## config.mk

```make
export PLATFORM = sky130hd
export DESIGN_NAME = appliance_fault_monitor_core
export DESIGN_NICKNAME = d
export VERILOG_FILES = /design/src/design/afm_pkg.sv /design/src/design/afm_engine.sv /design/src/design/appliance_fault_monitor_core.sv
export SDC_FILE = /design/constraint.sdc
export NUM_CORES = 1
export LEC_CHECK = 0
export ABC_CLOCK_PERIOD_IN_PS = 15600
export BUFFER_PORTS_ARGS = -buffer_cell sky130_fd_sc_hd__buf_4
export CAP_MARGIN = 20
export CORE_MARGIN = 2
export CORE_UTILIZATION = 56
export CTS_CLUSTER_DIAMETER = 80
export CTS_CLUSTER_SIZE = 24
export DETAILED_ROUTE_END_ITERATION = 8
export PLACE_DENSITY = 0.74
export SETUP_SLACK_MARGIN = 0.05
export SYNTH_ARGS = -nofsm -noshare
export SYNTH_HDL_FRONTEND = slang
export SYNTH_HIERARCHICAL = 1
export SYNTH_SLANG_ARGS = --single-unit
```

## constraint.sdc

```tcl
create_clock -name i_clk -period 15.6 [get_ports i_clk]
set_input_delay 0.78 -clock i_clk [delete_from_list [all_inputs] [get_ports i_clk]]
set_output_delay 0.78 -clock i_clk [all_outputs]
set_load 0.01 [all_outputs]
```

## src/design/afm_pkg.sv

```systemverilog
// shared types and constants of the appliance fault monitor
`default_nettype none

package afm_pkg;

    // configuration register indexes
    localparam int CFG_IDX_W = 3;
    localparam logic [CFG_IDX_W-1:0] CFG_LOST_DELAY = 3'd0;
    localparam logic [CFG_IDX_W-1:0] CFG_HAVE_DELAY = 3'd1;
    localparam logic [CFG_IDX_W-1:0] CFG_FLAP_LIMIT = 3'd2;
    localparam logic [CFG_IDX_W-1:0] CFG_PUMP_LIMIT = 3'd3;
    localparam logic [CFG_IDX_W-1:0] CFG_LEAK_DELAY = 3'd4;
    localparam logic [CFG_IDX_W-1:0] CFG_REMINDER   = 3'd5;

    // configuration reset values
    localparam logic [31:0] LOST_DELAY_RST = 32'd20000;
    localparam logic [31:0] HAVE_DELAY_RST = 32'd10000;
    localparam logic [7:0]  FLAP_LIMIT_RST = 8'd10;
    localparam logic [31:0] PUMP_LIMIT_RST = 32'd18000000;
    localparam logic [31:0] LEAK_DELAY_RST = 32'd10000;
    localparam logic [31:0] REMINDER_RST   = 32'd3600000;

    // stream widths
    localparam int IN_TDATA_W  = 80;
    localparam int OUT_TDATA_W = 32;

    typedef struct packed {
        logic [31:0] lost_delay_ms;
        logic [31:0] have_delay_ms;
        logic [7:0]  flap_limit;
        logic [31:0] pump_limit_ms;
        logic [31:0] leak_delay_ms;
        logic [31:0] reminder_ms;
    } t_cfg;

    typedef struct packed {
        logic [31:0] now_ms;
        logic        pressure_ok;
        logic [3:0]  filter_time_zero;
        logic [3:0]  filter_expire_zero;
        logic [31:0] pump_run_ms;
        logic        leak_detected;
        logic [2:0]  shown_error;
    } t_tick;

    typedef struct packed {
        logic [7:0] error_flags;
        logic [7:0] new_errors;
        logic [2:0] recent_error;
        logic       pump_off;
        logic       cancel_display;
        logic       all_cleared;
        logic       any_error;
        logic [2:0] next_error;
        logic       next_found;
    } t_result;

endpackage

`default_nettype wire

```

## src/design/afm_engine.sv

```systemverilog
// fault check engine: sticky error state and the per-tick checks
`default_nettype none

module afm_engine #(
    parameter int FILTERS     = 4,
    parameter int ERROR_CODES = 8
) (
    input  wire              i_clk,
    input  wire              i_rst_n,
    input  wire              i_step,
    input  afm_pkg::t_tick   i_tick,
    input  afm_pkg::t_cfg    i_cfg,
    output afm_pkg::t_result o_result
);

    localparam int FW = (FILTERS + 4 > ERROR_CODES) ? FILTERS + 4 : ERROR_CODES;
    localparam int CW = $clog2(FW);
    localparam int CODE_LOST     = FILTERS;
    localparam int CODE_UNSTABLE = FILTERS + 1;
    localparam int CODE_PUMP     = FILTERS + 2;
    localparam int CODE_LEAK     = FILTERS + 3;

    typedef enum logic [1:0] {
        WS_NORMAL   = 2'd0,
        WS_LOST     = 2'd1,
        WS_UNSTABLE = 2'd2
    } t_water;

    logic [FW-1:0] r_flags, n_flags;
    logic          r_prev_press, n_prev_press;
    t_water        r_water, n_water;
    logic [31:0]   r_water_since, n_water_since;
    logic [31:0]   r_dry_since, n_dry_since;
    logic [7:0]    r_flap, n_flap;
    logic [31:0]   r_last_rem, n_last_rem;
    logic          r_leak_pend, n_leak_pend;
    logic [31:0]   r_leak_since, n_leak_since;
    logic          r_prev_any, n_prev_any;
    logic [CW-1:0] r_latest, n_latest;

    logic [FW-1:0] new_flags;
    logic          pump_off;
    logic          cancel;
    logic          cleared;
    logic          any_err;
    logic [CW-1:0] next_code;
    logic          found;
    logic [7:0]    spent;

    assign spent = {4'b0000, i_tick.filter_time_zero | i_tick.filter_expire_zero};

    // one tick of checks, in the order the sticky state demands
    always_comb begin
        logic [31:0] now;
        now           = i_tick.now_ms;
        n_flags       = r_flags;
        n_prev_press  = r_prev_press;
        n_water       = r_water;
        n_water_since = r_water_since;
        n_dry_since   = r_dry_since;
        n_flap        = r_flap;
        n_last_rem    = r_last_rem;
        n_leak_pend   = r_leak_pend;
        n_leak_since  = r_leak_since;
        n_latest      = r_latest;
        new_flags     = '0;
        pump_off      = 1'b0;
        cancel        = 1'b0;

        // filter expiry
        for (int i = 0; i < FILTERS; i++) begin
            if (spent[i]) begin
                if (!n_flags[i]) begin
                    n_flags[i]   = 1'b1;
                    new_flags[i] = 1'b1;
                    n_latest     = CW'(i);
                end
            end else begin
                n_flags[i] = 1'b0;
            end
        end

        // inlet water supply
        if (i_tick.pressure_ok) begin
            if (!n_prev_press) begin
                n_prev_press  = 1'b1;
                n_water_since = now;
            end else if ((now - n_water_since) > i_cfg.have_delay_ms) begin
                n_flap = 8'd0;
                if (n_water != WS_NORMAL) begin
                    n_water                = WS_NORMAL;
                    n_flags[CODE_LOST]     = 1'b0;
                    n_flags[CODE_UNSTABLE] = 1'b0;
                end
            end
            if (n_water == WS_LOST) begin
                n_water            = WS_NORMAL;
                n_flags[CODE_LOST] = 1'b0;
                if (n_latest == CW'(CODE_LOST)) begin
                    cancel = 1'b1;
                end
            end
        end else if (n_prev_press) begin
            n_prev_press = 1'b0;
            n_dry_since  = now;
            if ((now - n_water_since) < i_cfg.have_delay_ms) begin
                n_flap = n_flap + 8'd1;
                if (n_flap >= i_cfg.flap_limit && n_water != WS_UNSTABLE) begin
                    n_water                  = WS_UNSTABLE;
                    n_flags[CODE_LOST]       = 1'b0;
                    n_flags[CODE_UNSTABLE]   = 1'b1;
                    new_flags[CODE_UNSTABLE] = 1'b1;
                    n_latest                 = CW'(CODE_UNSTABLE);
                    n_flap                   = 8'd0;
                end
            end
        end
        if (!i_tick.pressure_ok && !n_prev_press &&
            (now - n_dry_since) > i_cfg.lost_delay_ms && n_water != WS_LOST) begin
            n_water                = WS_LOST;
            n_flags[CODE_UNSTABLE] = 1'b0;
            n_flags[CODE_LOST]     = 1'b1;
            new_flags[CODE_LOST]   = 1'b1;
            n_latest               = CW'(CODE_LOST);
            n_last_rem             = now;
        end

        // pump overtime
        if (i_tick.pump_run_ms > i_cfg.pump_limit_ms && !n_flags[CODE_PUMP]) begin
            pump_off             = 1'b1;
            n_flags[CODE_PUMP]   = 1'b1;
            new_flags[CODE_PUMP] = 1'b1;
            n_latest             = CW'(CODE_PUMP);
        end

        // held leak
        if (i_tick.leak_detected && !n_flags[CODE_LEAK]) begin
            if (!n_leak_pend) begin
                n_leak_pend  = 1'b1;
                n_leak_since = now;
            end
            if ((now - n_leak_since) >= i_cfg.leak_delay_ms) begin
                pump_off             = 1'b1;
                n_flags[CODE_LEAK]   = 1'b1;
                new_flags[CODE_LEAK] = 1'b1;
                n_latest             = CW'(CODE_LEAK);
            end
        end

        // all-cleared edge is taken before the reminder
        n_prev_any = (n_flags != '0);
        cleared    = r_prev_any && !n_prev_any;

        // periodic re-raise while water stays lost
        if (n_flags[CODE_LOST] && (now - n_last_rem) > i_cfg.reminder_ms) begin
            new_flags[CODE_LOST] = 1'b1;
            n_latest             = CW'(CODE_LOST);
            n_last_rem           = now;
        end

        any_err = (n_flags != '0);
    end

    // next set code after the shown one, shown code last
    always_comb begin
        int            first;
        int            cand;
        logic [CW-1:0] idx;
        first     = (int'(i_tick.shown_error) + 1 >= ERROR_CODES) ? 0
                    : int'(i_tick.shown_error) + 1;
        found     = 1'b0;
        next_code = '0;
        for (int k = 0; k < ERROR_CODES; k++) begin
            cand = first + k;
            if (cand >= ERROR_CODES) begin
                cand = cand - ERROR_CODES;
            end
            idx = CW'(cand);
            if (!found && n_flags[idx]) begin
                found     = 1'b1;
                next_code = idx;
            end
        end
    end

    // result fields, flags shown in the low eight bits
    always_comb begin
        logic [FW+7:0] flags_x;
        logic [FW+7:0] new_x;
        flags_x                 = {8'b0, n_flags};
        new_x                   = {8'b0, new_flags};
        o_result.error_flags    = flags_x[7:0];
        o_result.new_errors     = new_x[7:0];
        o_result.recent_error   = n_latest[2:0];
        o_result.pump_off       = pump_off;
        o_result.cancel_display = cancel;
        o_result.all_cleared    = cleared;
        o_result.any_error      = any_err;
        o_result.next_error     = next_code[2:0];
        o_result.next_found     = found;
    end

    // state update on each tick taken
    always_ff @(posedge i_clk) begin
        if (!i_rst_n) begin
            r_flags       <= '0;
            r_prev_press  <= 1'b1;
            r_water       <= WS_NORMAL;
            r_water_since <= '0;
            r_dry_since   <= '0;
            r_flap        <= '0;
            r_last_rem    <= '0;
            r_leak_pend   <= 1'b0;
            r_leak_since  <= '0;
            r_prev_any    <= 1'b0;
            r_latest      <= '0;
        end else if (i_step) begin
            r_flags       <= n_flags;
            r_prev_press  <= n_prev_press;
            r_water       <= n_water;
            r_water_since <= n_water_since;
            r_dry_since   <= n_dry_since;
            r_flap        <= n_flap;
            r_last_rem    <= n_last_rem;
            r_leak_pend   <= n_leak_pend;
            r_leak_since  <= n_leak_since;
            r_prev_any    <= n_prev_any;
            r_latest      <= n_latest;
        end
    end

endmodule

`default_nettype wire

```

## src/design/appliance_fault_monitor_core.sv

```systemverilog
// top level of the appliance fault monitor: stream ports, config registers, pipeline
// A transferred tick lands in an input register, the check engine evaluates it in
// one pass of compare logic and the result lands in an output register. A new tick
// can enter an empty input register while a finished result waits, but a full input
// register only takes a new tick when its own tick steps into a free result slot;
// the sustained rate is one tick per cycle as long as results are taken.
// The user must write configuration through the plain write port only while no tick
// is in flight; the block itself does not enforce it. There is no clearing pass after reset.
`default_nettype none

module appliance_fault_monitor_core #(
    parameter int FILTERS     = 4,
    parameter int ERROR_CODES = 8
) (
    input  wire                                  i_clk,
    input  wire                                  i_rst_n,
    // now_ms, pressure_ok, filter_time_zero, filter_expire_zero, pump_run_ms,
    // leak_detected, shown_error, zero fill
    input  wire                                  s_axis_tvalid,
    output logic                                 s_axis_tready,
    input  wire  [afm_pkg::IN_TDATA_W-1:0]       s_axis_tdata,
    // error_flags, new_errors, recent_error, pump_off, cancel_display,
    // all_cleared, any_error, next_error, next_found, zero fill
    output logic                                 m_axis_tvalid,
    input  wire                                  m_axis_tready,
    output logic [afm_pkg::OUT_TDATA_W-1:0]      m_axis_tdata,
    input  wire                                  i_cfg_we,
    input  wire  [afm_pkg::CFG_IDX_W-1:0]        i_cfg_index,
    input  wire  [31:0]                          i_cfg_wdata
);

    afm_pkg::t_cfg    r_cfg;
    afm_pkg::t_tick   r_in;
    logic             r_in_valid;
    afm_pkg::t_result r_out;
    logic             r_out_valid;
    afm_pkg::t_result step_result;
    logic             out_free;
    logic             step;

    // handshake: the engine steps when a tick waits and the result slot is free
    assign out_free      = !r_out_valid || m_axis_tready;
    assign step          = r_in_valid && out_free;
    assign s_axis_tready = !r_in_valid || out_free;

    // configuration writes
    always_ff @(posedge i_clk) begin
        if (!i_rst_n) begin
            r_cfg.lost_delay_ms <= afm_pkg::LOST_DELAY_RST;
            r_cfg.have_delay_ms <= afm_pkg::HAVE_DELAY_RST;
            r_cfg.flap_limit    <= afm_pkg::FLAP_LIMIT_RST;
            r_cfg.pump_limit_ms <= afm_pkg::PUMP_LIMIT_RST;
            r_cfg.leak_delay_ms <= afm_pkg::LEAK_DELAY_RST;
            r_cfg.reminder_ms   <= afm_pkg::REMINDER_RST;
        end else if (i_cfg_we) begin
            case (i_cfg_index)
                afm_pkg::CFG_LOST_DELAY: r_cfg.lost_delay_ms <= i_cfg_wdata;
                afm_pkg::CFG_HAVE_DELAY: r_cfg.have_delay_ms <= i_cfg_wdata;
                afm_pkg::CFG_FLAP_LIMIT: r_cfg.flap_limit    <= i_cfg_wdata[7:0];
                afm_pkg::CFG_PUMP_LIMIT: r_cfg.pump_limit_ms <= i_cfg_wdata;
                afm_pkg::CFG_LEAK_DELAY: r_cfg.leak_delay_ms <= i_cfg_wdata;
                afm_pkg::CFG_REMINDER:   r_cfg.reminder_ms   <= i_cfg_wdata;
                default: begin
                end
            endcase
        end
    end

    // input register
    always_ff @(posedge i_clk) begin
        if (!i_rst_n) begin
            r_in_valid <= 1'b0;
        end else if (s_axis_tready) begin
            r_in_valid <= s_axis_tvalid;
        end
        if (s_axis_tvalid && s_axis_tready) begin
            r_in.now_ms             <= s_axis_tdata[31:0];
            r_in.pressure_ok        <= s_axis_tdata[32];
            r_in.filter_time_zero   <= s_axis_tdata[36:33];
            r_in.filter_expire_zero <= s_axis_tdata[40:37];
            r_in.pump_run_ms        <= s_axis_tdata[72:41];
            r_in.leak_detected      <= s_axis_tdata[73];
            r_in.shown_error        <= s_axis_tdata[76:74];
        end
    end

    afm_engine #(
        .FILTERS     (FILTERS),
        .ERROR_CODES (ERROR_CODES)
    ) u_engine (
        .i_clk    (i_clk),
        .i_rst_n  (i_rst_n),
        .i_step   (step),
        .i_tick   (r_in),
        .i_cfg    (r_cfg),
        .o_result (step_result)
    );

    // result register
    always_ff @(posedge i_clk) begin
        if (!i_rst_n) begin
            r_out_valid <= 1'b0;
        end else if (out_free) begin
            r_out_valid <= step;
        end
        if (step) begin
            r_out <= step_result;
        end
    end

    assign m_axis_tvalid = r_out_valid;
    assign m_axis_tdata  = {5'b0,
                            r_out.next_found,
                            r_out.next_error,
                            r_out.any_error,
                            r_out.all_cleared,
                            r_out.cancel_display,
                            r_out.pump_off,
                            r_out.recent_error,
                            r_out.new_errors,
                            r_out.error_flags};

`ifndef SYNTH
    // a stepped tick always shows up as a pending result
    a_step_fills: assert property (@(posedge i_clk) disable iff (!i_rst_n)
        step |=> r_out_valid)
        else $error("stepped tick did not reach the result register");

    // a taken result without a new step leaves the slot empty
    a_drain: assert property (@(posedge i_clk) disable iff (!i_rst_n)
        (m_axis_tvalid && m_axis_tready && !step) |=> !m_axis_tvalid)
        else $error("result repeated after transfer");

    // no flag set means the search reports nothing
    a_not_found: assert property (@(posedge i_clk) disable iff (!i_rst_n)
        (r_out_valid && !r_out.any_error) |-> (!r_out.next_found && r_out.next_error == 3'd0))
        else $error("next error reported with no flag set");

    // the all-cleared pulse only comes with no flags left
    a_cleared: assert property (@(posedge i_clk) disable iff (!i_rst_n)
        (r_out_valid && r_out.all_cleared) |-> !r_out.any_error)
        else $error("all cleared with errors still active");
`endif

endmodule

`default_nettype wire
```

==> run summary, run 1 <==
CTS sink cnt: 426
WS Path Type: flop to flop
Mapped Avg Cell Area: 8.86 µm²
ratio of cells with drive above 1 in the final layout: 8.43%
WP data arrival: 15.06 ns
Critical Path RT: 16.12 ns
outcome: complete, no violations
CTS tree: done
Internal: 1.98 mW
Mapped Area: 0.0270 mm²
commonest non-fill, non-tap cell in the layout: nand2_1
Yosys warning count: 6
Startpoint Class: flop
post-route setup TNS: 0 ns
RSZ-0062 raised after global routing: no
Worst path max stage delay: 0.76 ns
Final nets: 3541
CTS hold repair buffers: 0
Cell Count, Final, Fillers Out: 3758
leak pwr: 12.5 nW
Slew Viols, Final: 0
Inserted Diodes: 0
Async S/R FF share, synth: 0%
row cnt: 80
Final Wtd Congestion: 0.987
VDD IR max: 0.100 mV
clock network power share: 28.7%
wire per inst: 19.4 µm
maximum fanout along the worst path: 23
remaining antenna violation count: 0
Final Util: 62.0%
clock skew: 0.0194 ns
Post-Synthesis Cells: 3045
total number of vias: 22500
fillers: 3979
clk_lat worst skew: 0.61 ns
H-tree depth: 1
first-pass GRT wire length: 114000 µm
Post-synth EDFFs: 104
synth unique cells: 86
Worst-Margin Slew: 1.15 ns
Final setup viols: 0
max cap viols: 0
DP Area: 0.0285 mm²
Final Hold Vio Count: 0
Port Buf Inserts: 145
Final period util: 93.2%
Placed Instances: 3704
hold path cells: 1
via density per instance: 5.99
DP HPWL: 54200 µm
post-CTS setup buffers: 0
Initial Utilization: 56.6%
vias in the first global route: 22100
FF-to-FF path depth: 50
clk buf depth: 3
Chip Width: 224 µm
Design Area, Final: 0.0296 mm²
post-detailed-route DRC marker count: 0
all-layer global routing usage: 28.6%
Worst-path clk slew: 0.10 ns
Total Wirelength: 73100 µm
most frequent cells in the layout: 409 x nand2_1, 321 x dfxtp_1, 296 x ha_1
Hold Crit Class: primary input to flop
Pre-antenna DRT Iters: 6
Reg power frac: 40.4%
sw frac: 34.4%
P_sw: 1.04 mW
pwr dens: 102 mW/mm²
CTS buffer count: 29
die area: 0.0500 mm²
Gate power share: 30.9%
Seq/Total Area, Yosys: 35.5%
Pwr Total: 3.01 mW
ys flop type: dfxtp_1
worst-path cell with the longest stage delay: nor4_1
Final min period: 14.54 ns
die height: 224 µm
top achievable clock speed: 0.0688 GHz
IO Pins: 154
antenna violations before repair: 0
relative slew slack: 22.6%
CP Capture Type: flop
largest net degree at the start of global routing: 85
total gr overflow: 0
root buffer cell: clkbuf_16
core box area: 0.0476 mm²
Area Growth Syn to Fin: 9.49%
number of synthesized register bits: 426
initial DRC count: 1895
-- cell usage after synthesis, types with 13 or more instances --
cell	number	area, µm²
nand4_1	42	263
ha_1	296	3700
buf_4	18	135
nand3_1	64	320
edfxtp_1	104	3120
clkbuf_1	76	285
and3_1	17	106
o211ai_1	17	128
nand2b_1	27	169
a21oi_1	237	1190
xnor2_1	87	762
mux2i_1	267	2670
o21ai_0	75	375
nor3_1	32	160
dfxtp_1	322	6450
nand2_1	411	1540
a31oi_1	18	113
inv_1	256	961
nor2b_1	80	500
and2_1	13	81.3
o21a_1	27	203
buf_2	19	95.1
nor2_1	174	653
xor2_1	28	245
a211oi_1	56	420
a21o_1	69	518
-- stage by stage --
stage	hold slack, ns	setup WS (ns)
2_1_floorplan	0.435	3.84
3_3_place_gp	0.441	1.44
3_5_place_dp	0.446	1.17
4_1_cts	0.321	1.07
5_1_grt	0.328	0.152
6_report	0.341	1.06
-- final cells by class --
cell class / instances / area [µm²] / share of cell area [%]
Sequential cell: 426 / 9570 / 32.4
Multi-Input combinational cell: 2235 / 15900 / 53.8
Clock inverter: 19 / 244 / 0.826
Timing Repair Buffer: 169 / 1290 / 4.37
Inverter: 260 / 978 / 3.31
Tap cell: 615 / 769 / 2.60
Clock buffer: 34 / 797 / 2.70
-- routing by layer --
metal,global-route usage (%),wire [µm],vias to the layer above
li1,-,-,10800
met5,0,0,-
met2,49.6,34500,725
met4,13.0,3700,0
met3,2.99,4180,165
met1,35.9,30700,10800
-- what timing repair did --
item	4_1_cts	5_1_grt
hold endpoints to repair	0	0
resized for setup	0	2
setup endpoints to repair	0	32
-- cells by family after synthesis --
logic type | share of synthesized area (%)
compound gates | 14.6
xor+xnor | 3.73
fa+ha+maj | 14.0
buf+inv | 5.85
flops | 35.5
mux | 10.3
other cells | 0.0139
simple gates | 16.1
-- power groups by stage --
stage          clock network, mW  logic (mW)  registers [mW]
2_1_floorplan                  0       0.670            1.23
3_3_place_gp                   0       0.860            1.24
3_5_place_dp                   0       0.903            1.24
4_1_cts                    0.877       0.911            1.22
5_1_grt                    0.912        1.02            1.22
6_report                   0.864       0.931            1.22
-- path summary, 6_finish.rpt --
path | startpoint | to | slack (ns)
max reg2reg | r_in[44] | u_engine/r_last_rem[9] | 1.06
min | s_axis_tdata[75] | r_in[1] | 0.34
max | r_in[44] | u_engine/r_last_rem[9] | 1.06
min reg2reg | u_engine/r_last_rem[7] | u_engine/r_last_rem[7] | 0.46
-- worst max-delay path: cells and delay by family (launching register included) --
family | cells | cell delay [ns]
DFF | 1 | 0.69
and+or+nand+nor | 12 | 3.42
xor gates and xnor gates | 2 | 0.23
adders and majority gates | 4 | 1.23
AOI/OAI and AO/OA | 28 | 7.46
buffers and inverters | 2 | 0.68
muxes | 2 | 0.69
-- flip-flops by register name (all words and copies together), names as in the netlist, 2 cells and up --
register	flops
u_engine/r_water_since	32
r_in	77
u_engine/r_dry_since	32
u_engine/r_leak_since	32
r_cfg	168
m_axis_tdata	27
u_engine/r_last_rem	32
u_engine/r_water	2
u_engine/r_latest	3
u_engine/r_flags	8
u_engine/r_flap	8
Note: power is estimated with default switching activity, not from simulation.
==> run 2: changes to the inputs <==
--- a/config.mk
+++ b/config.mk
@@ -13,7 +13,7 @@
 export CTS_CLUSTER_DIAMETER = 80
 export CTS_CLUSTER_SIZE = 24
 export DETAILED_ROUTE_END_ITERATION = 8
-export PLACE_DENSITY = 0.74
+export PLACE_DENSITY_LB_ADDON = 0.12
 export SETUP_SLACK_MARGIN = 0.05
 export SYNTH_ARGS = -nofsm -noshare
 export SYNTH_HDL_FRONTEND = slang
==> run summary, run 2 (synthesis gave the netlist of run 1 again) <==
CTS-repair resized insts: 0 (unchanged)
pwr dens: 101 mW/mm² (-0.47%)
number of flip-flops in the largest register: 168 (unchanged)
Final Wtd Congestion: 0.932 (-5.5%)
Worst R2R End: u_engine/r_last_rem[13]
die height: 224 µm (unchanged)
IO Pins: 154 (unchanged)
Final setup viols: 0 (unchanged)
total number of vias: 22200 (-1.4%)
maximum fanout along the worst path: 19 (-17%)
CTS tree: done
Final Hold Vio Count: 0 (unchanged)
Stages on worst setup path: 55 (+10%)
wire per inst: 19.6 µm (+0.89%)
outcome: complete, no violations
Hold Crit Class: primary input to flop
relative slew slack: 24.0% (+1.4 points)
Register Area: 0.00957 mm² (unchanged)
wire length on met1: 32700 µm (+6.6%)
ratio of cells with drive above 1 in the final layout: 8.61% (+0.18 points)
DP HPWL: 54200 µm (about the same)
Total Wirelength: 73800 µm (+0.97%)
clk_lat worst skew: 0.61 ns (about the same)
clk buf depth: 3 (unchanged)
post-route setup TNS: 0 ns (unchanged)
post-detailed-route DRC marker count: 0 (unchanged)
top achievable clock speed: 0.0700 GHz (+1.8%)
CTS hold repair buffers: 0 (unchanged)
die area: 0.0500 mm² (unchanged)
met2 WL: 34700 µm (+0.61%)
all-layer global routing usage: 29.1% (+0.53 points)
CTS buffer count: 30 (+3.4%)
largest net degree at the start of global routing: 144 (+69%)
most frequent cells in the layout: 410 x nand2_1, 321 x dfxtp_1, 296 x ha_1
Port Buf Inserts: 145 (unchanged)
via density per instance: 5.90 (-1.5%)
Hold WS: 0.334 ns (-0.00684 ns)
worst-path cell with the longest stage delay: a2111oi_0
worst r2r src: r_in[44]
clock network power share: 28.7% (about the same)
core box area: 0.0476 mm² (unchanged)
commonest non-fill, non-tap cell in the layout: nand2_1
most flop-heavy register: r_cfg
fillers: 4133 (+3.9%)
CP Capture Type: flop
clock skew: 0.0244 ns (+0.00497 ns)
Crit path top cell by count: a21oi_1
family with the most delay on the worst path: compound AO/OA/AOI/OAI gates
top layer in use: met4
Final min period: 14.28 ns (-0.260 ns)
FF-to-FF path depth: 55 (+10%)
Final period util: 91.5% (-1.7 points)
Initial Utilization: 56.6% (unchanged)
vias in the first global route: 21600 (-2.4%)
antenna violations before repair: 1 (+1)
WS Path Type: flop to flop
root buffer cell: clkbuf_16
H-tree depth: 1 (unchanged)
Chip Width: 224 µm (unchanged)
Worst-path clk slew: 0.09 ns (about the same)
WP buf/inv: 4 (+2)
Gate power share: 30.8% (about the same)
R2R Setup Slk: 1.32 ns (+0.26 ns)
Worst setup endpoint: u_engine/r_last_rem[13]
Final Util: 62.1% (+0.11 points)
Top Registers: r_cfg: 168 flops, r_in: 77 flops
leak pwr: 12.5 nW (+0.20%)
Area Growth Syn to Fin: 9.68%
max cap viols: 0 (unchanged)
CP Launch Point: r_in[44]
RSZ-0062 raised after global routing: no
VDD IR max: 0.107 mV (+7.0%)
Worst path max stage delay: 0.76 ns (about the same)
sw frac: 34.5% (+0.11 points)
WP data arrival: 14.81 ns (-0.25 ns)
Internal: 1.97 mW (-0.46%)
first-pass GRT wire length: 115000 µm (+0.66%)
multi-input logic area: 0.0159 mm² (about the same)
Startpoint Class: flop
post-CTS setup buffers: 0 (unchanged)
Inserted Diodes: 0 (unchanged)
Reg power frac: 40.5% (about the same)
Pre-antenna DRT Iters: 7 (+1)
Final nets: 3542 (+0.028%)
CTS sink cnt: 426 (unchanged)
P_sw: 1.04 mW (about the same)
total gr overflow: 0 (unchanged)
Critical Path RT: 16.13 ns (about the same)
Slew Viols, Final: 0 (unchanged)
Worst-Margin Slew: 1.13 ns (-0.0210 ns)
row cnt: 80 (unchanged)
metal3 WL: 3450 µm (-17%)
initial DRC count: 1591 (-16%)
remaining antenna violation count: 0 (unchanged)
[run 2: stage by stage]
stage | cell area, µm² | total power [mW] | cells | worst slack [ns]
finish | 29600 | 3.00 | 3761 | 1.32
global route | 29600 | 3.17 | 3761 | 0.206
CTS | 29600 | 3.01 | 3760 | 1.55
detailed placement | 28500 | 2.15 | 3704 | 1.68
global placement | 28500 | 2.12 | 3704 | 1.93
floorplan | 27000 | 1.90 | 3049 | 3.84
[run 2: how the worst min path moves through the flow]
| stage | cells after the start | endpoint | from |
|---|---|---|---|
| 6_report | 1 | r_in[49] | s_axis_tdata[4] |
| 5_1_grt | 1 | r_in[21] | s_axis_tdata[58] |
| 4_1_cts | 1 | r_in[48] | s_axis_tdata[3] |
| 3_5_place_dp | 2 | u_engine/r_dry_since[17] | u_engine/r_dry_since[17] |
| 3_3_place_gp | 2 | u_engine/r_last_rem[8] | u_engine/r_last_rem[8] |
| 2_1_floorplan | 2 | r_cfg[109] | r_cfg[109] |
[run 2: final cells by class]
cell class	instances	share of cell area, %
clock inverters	24	0.888
repair buffers	169	4.45
flip-flops and latches	426	32.3
multi-input cells	2235	53.7
well taps	615	2.60
clock buffers	32	2.70
inverters	260	3.31
[run 2: power by group through the flow]
stage | sequential [mW] | clock (mW) | combinational, mW
finish | 1.22 | 0.861 | 0.925
floorplan | 1.23 | 0 | 0.670
global placement | 1.24 | 0 | 0.878
detailed placement | 1.24 | 0 | 0.905
CTS | 1.22 | 0.881 | 0.913
global route | 1.22 | 0.917 | 1.03
[run 2: layer usage]
layer  global-route usage, %  vias to the layer above
met3                    2.40                      119
li1                        -                    10800
met2                    49.9                      572
met4                    11.4                        0
met1                    38.2                    10700
met5                       0                        -
==> run 3: changes to the inputs <==
--- a/config.mk
+++ b/config.mk
@@ -8,8 +8,10 @@
 export ABC_CLOCK_PERIOD_IN_PS = 15600
 export BUFFER_PORTS_ARGS = -buffer_cell sky130_fd_sc_hd__buf_4
 export CAP_MARGIN = 20
+export CELL_PAD_IN_SITES_DETAIL_PLACEMENT = 1
+export CELL_PAD_IN_SITES_GLOBAL_PLACEMENT = 2
 export CORE_MARGIN = 2
-export CORE_UTILIZATION = 56
+export CORE_UTILIZATION = 39
 export CTS_CLUSTER_DIAMETER = 80
 export CTS_CLUSTER_SIZE = 24
 export DETAILED_ROUTE_END_ITERATION = 8
==> run summary, run 3 (synthesis gave the netlist of run 1 again) <==
Final min period: 14.22 ns (-0.0618 ns)
Worst-path clk slew: 0.08 ns (about the same)
clk_lat worst skew: 0.59 ns (-0.02 ns)
die height: 267 µm (+19%)
total gr overflow: 0 (unchanged)
row cnt: 96 (+20%)
Area Growth Syn to Fin: 12.4%
largest net degree at the start of global routing: 79 (-45%)
DP HPWL: 65000 µm (+20%)
top achievable clock speed: 0.0703 GHz (+0.43%)
Initial Utilization: 39.4% (-17 points)
WP data arrival: 14.69 ns (-0.12 ns)
number of flip-flops in the largest register: 168 (unchanged)
Cell Count, Final, Fillers Out: 4101 (+9.0%)
all-layer global routing usage: 24.0% (-5.1 points)
RSZ-0062 raised after global routing: no
first-pass GRT wire length: 132000 µm (+15%)
initial DRC count: 1223 (-23%)
Critical Path RT: 16.08 ns (-0.05 ns)
CTS tree: done
Chip Width: 267 µm (+19%)
root buffer cell: clkbuf_16
clk buf depth: 3 (unchanged)
most flop-heavy register: r_cfg
Pwr Total: 3.22 mW (+7.1%)
vias in the first global route: 23300 (+7.9%)
IO Pins: 154 (unchanged)
CTS buffer count: 38 (+27%)
relative slew slack: 27.6% (+3.6 points)
outcome: complete, no violations
Worst path max stage delay: 0.77 ns (about the same)
CP Capture Type: flop
Crit path top cell by count: a21oi_1
post-route setup TNS: 0 ns (unchanged)
commonest non-fill, non-tap cell in the layout: nand2_1
ratio of cells with drive above 1 in the final layout: 9.19% (+0.57 points)
DP Area: 0.0290 mm² (+1.6%)
maximum fanout along the worst path: 22 (+3)
WS Path Type: flop to flop
wire per inst: 20.8 µm (+6.0%)
Pre-antenna DRT Iters: 6 (-1)
Final Hold Vio Count: 0 (unchanged)
VDD IR max: 0.0821 mV (-24%)
max cap viols: 0 (unchanged)
core box area: 0.0686 mm² (+44%)
worst-path cell with the longest stage delay: a2111oi_1
Final Wtd Congestion: 0.846 (-9.3%)
Final Util: 44.2% (-18 points)
Placed Instances: 4028 (+8.7%)
Final setup viols: 0 (unchanged)
remaining antenna violation count: 0 (unchanged)
Slew Viols, Final: 0 (unchanged)
Hold Crit Class: primary input to flop
Top Registers: r_cfg: 168 flops, r_in: 77 flops
pwr dens: 106 mW/mm² (+4.5%)
Design Area, Final: 0.0303 mm² (+2.5%)
leak pwr: 12.7 nW (+1.3%)
Startpoint Class: flop
FF-to-FF path depth: 55 (unchanged)
Final period util: 91.1% (-0.40 points)
clock skew: 0.0309 ns (+0.00649 ns)
most frequent cells in the layout: 410 x nand2_1, 321 x dfxtp_1, 296 x ha_1
die area: 0.0713 mm² (+43%)
post-detailed-route DRC marker count: 0 (unchanged)
CTS sink cnt: 426 (unchanged)
H-tree depth: 2 (+1)
antenna violations before repair: 2 (+1)
hold path cells: 1 (unchanged)
total number of vias: 22300 (+0.40%)
Final nets: 3558 (+0.45%)
Worst-Margin Slew: 1.08 ns (-0.0498 ns)
Total Wirelength: 85300 µm (+16%)
Port Buf Inserts: 145 (unchanged)
via density per instance: 5.43 (-7.9%)
## run 3: cell type report
type / instances / area, µm²
fill: 7959 / 38200
multi-input combinational: 2235 / 15900
sequential: 426 / 9570
timing repair buffer: 177 / 1350
tap: 931 / 1160
clock buffer: 43 / 1030
inverter: 260 / 978
clock inverter: 27 / 323
antenna: 2 / 5.00
## run 3: timing repair
action                                  in CTS  in global routing
endpoints found under the hold margin        0                  0
hold buffers                                 0                  0
resized for setup                            0                  2
buffers inserted                             0                  0
endpoints found under the setup margin       0                 31
## run 3: metal layers
metal / track usage, % / part of all wire, %
met3: 2.36 / 3.3
met2: 41.6 / 48
met5: 0 / 0
met1: 31.4 / 46
met4: 7.56 / 3.1
## run 3: metrics by stage
stage / hold WS, ns / setup slack [ns]
5_1_grt: 0.334 / 0.0645
3_3_place_gp: 0.440 / 1.71
4_1_cts: 0.329 / 1.21
3_5_place_dp: 0.448 / 1.37
6_report: 0.368 / 1.38
2_1_floorplan: 0.435 / 3.84
## run 3: power by group
| part | total (mW) | switching (mW) | leakage [nW] | internal, mW |
|---|---|---|---|---|
| Clock | 1.05 | 0.504 | 0.656 | 0.541 |
| Sequential | 1.22 | 0.0399 | 3.61 | 1.18 |
| Combinational | 0.951 | 0.558 | 8.42 | 0.393 |
## run 3: path summary, 6_finish.rpt
path | slack, ns | from | endpoint
hold / removal | 0.37 | s_axis_tdata[51] | r_in[14]
setup / recovery | 1.38 | r_in[44] | u_engine/r_last_rem[19]
hold reg to reg | 0.46 | u_engine/r_water_since[12] | u_engine/r_water_since[12]
setup reg to reg | 1.38 | r_in[44] | u_engine/r_last_rem[19]
## run 3: worst max-delay path, delay by kind of cell (launching register included)
kind            cells  cell delay, ns
fa+ha+maj           5            1.49
flops               1            0.65
compound gates     27            7.38
mux                 1            0.38
buf+inv             4            0.69
xor+xnor            2            0.25
simple gates       16            3.23
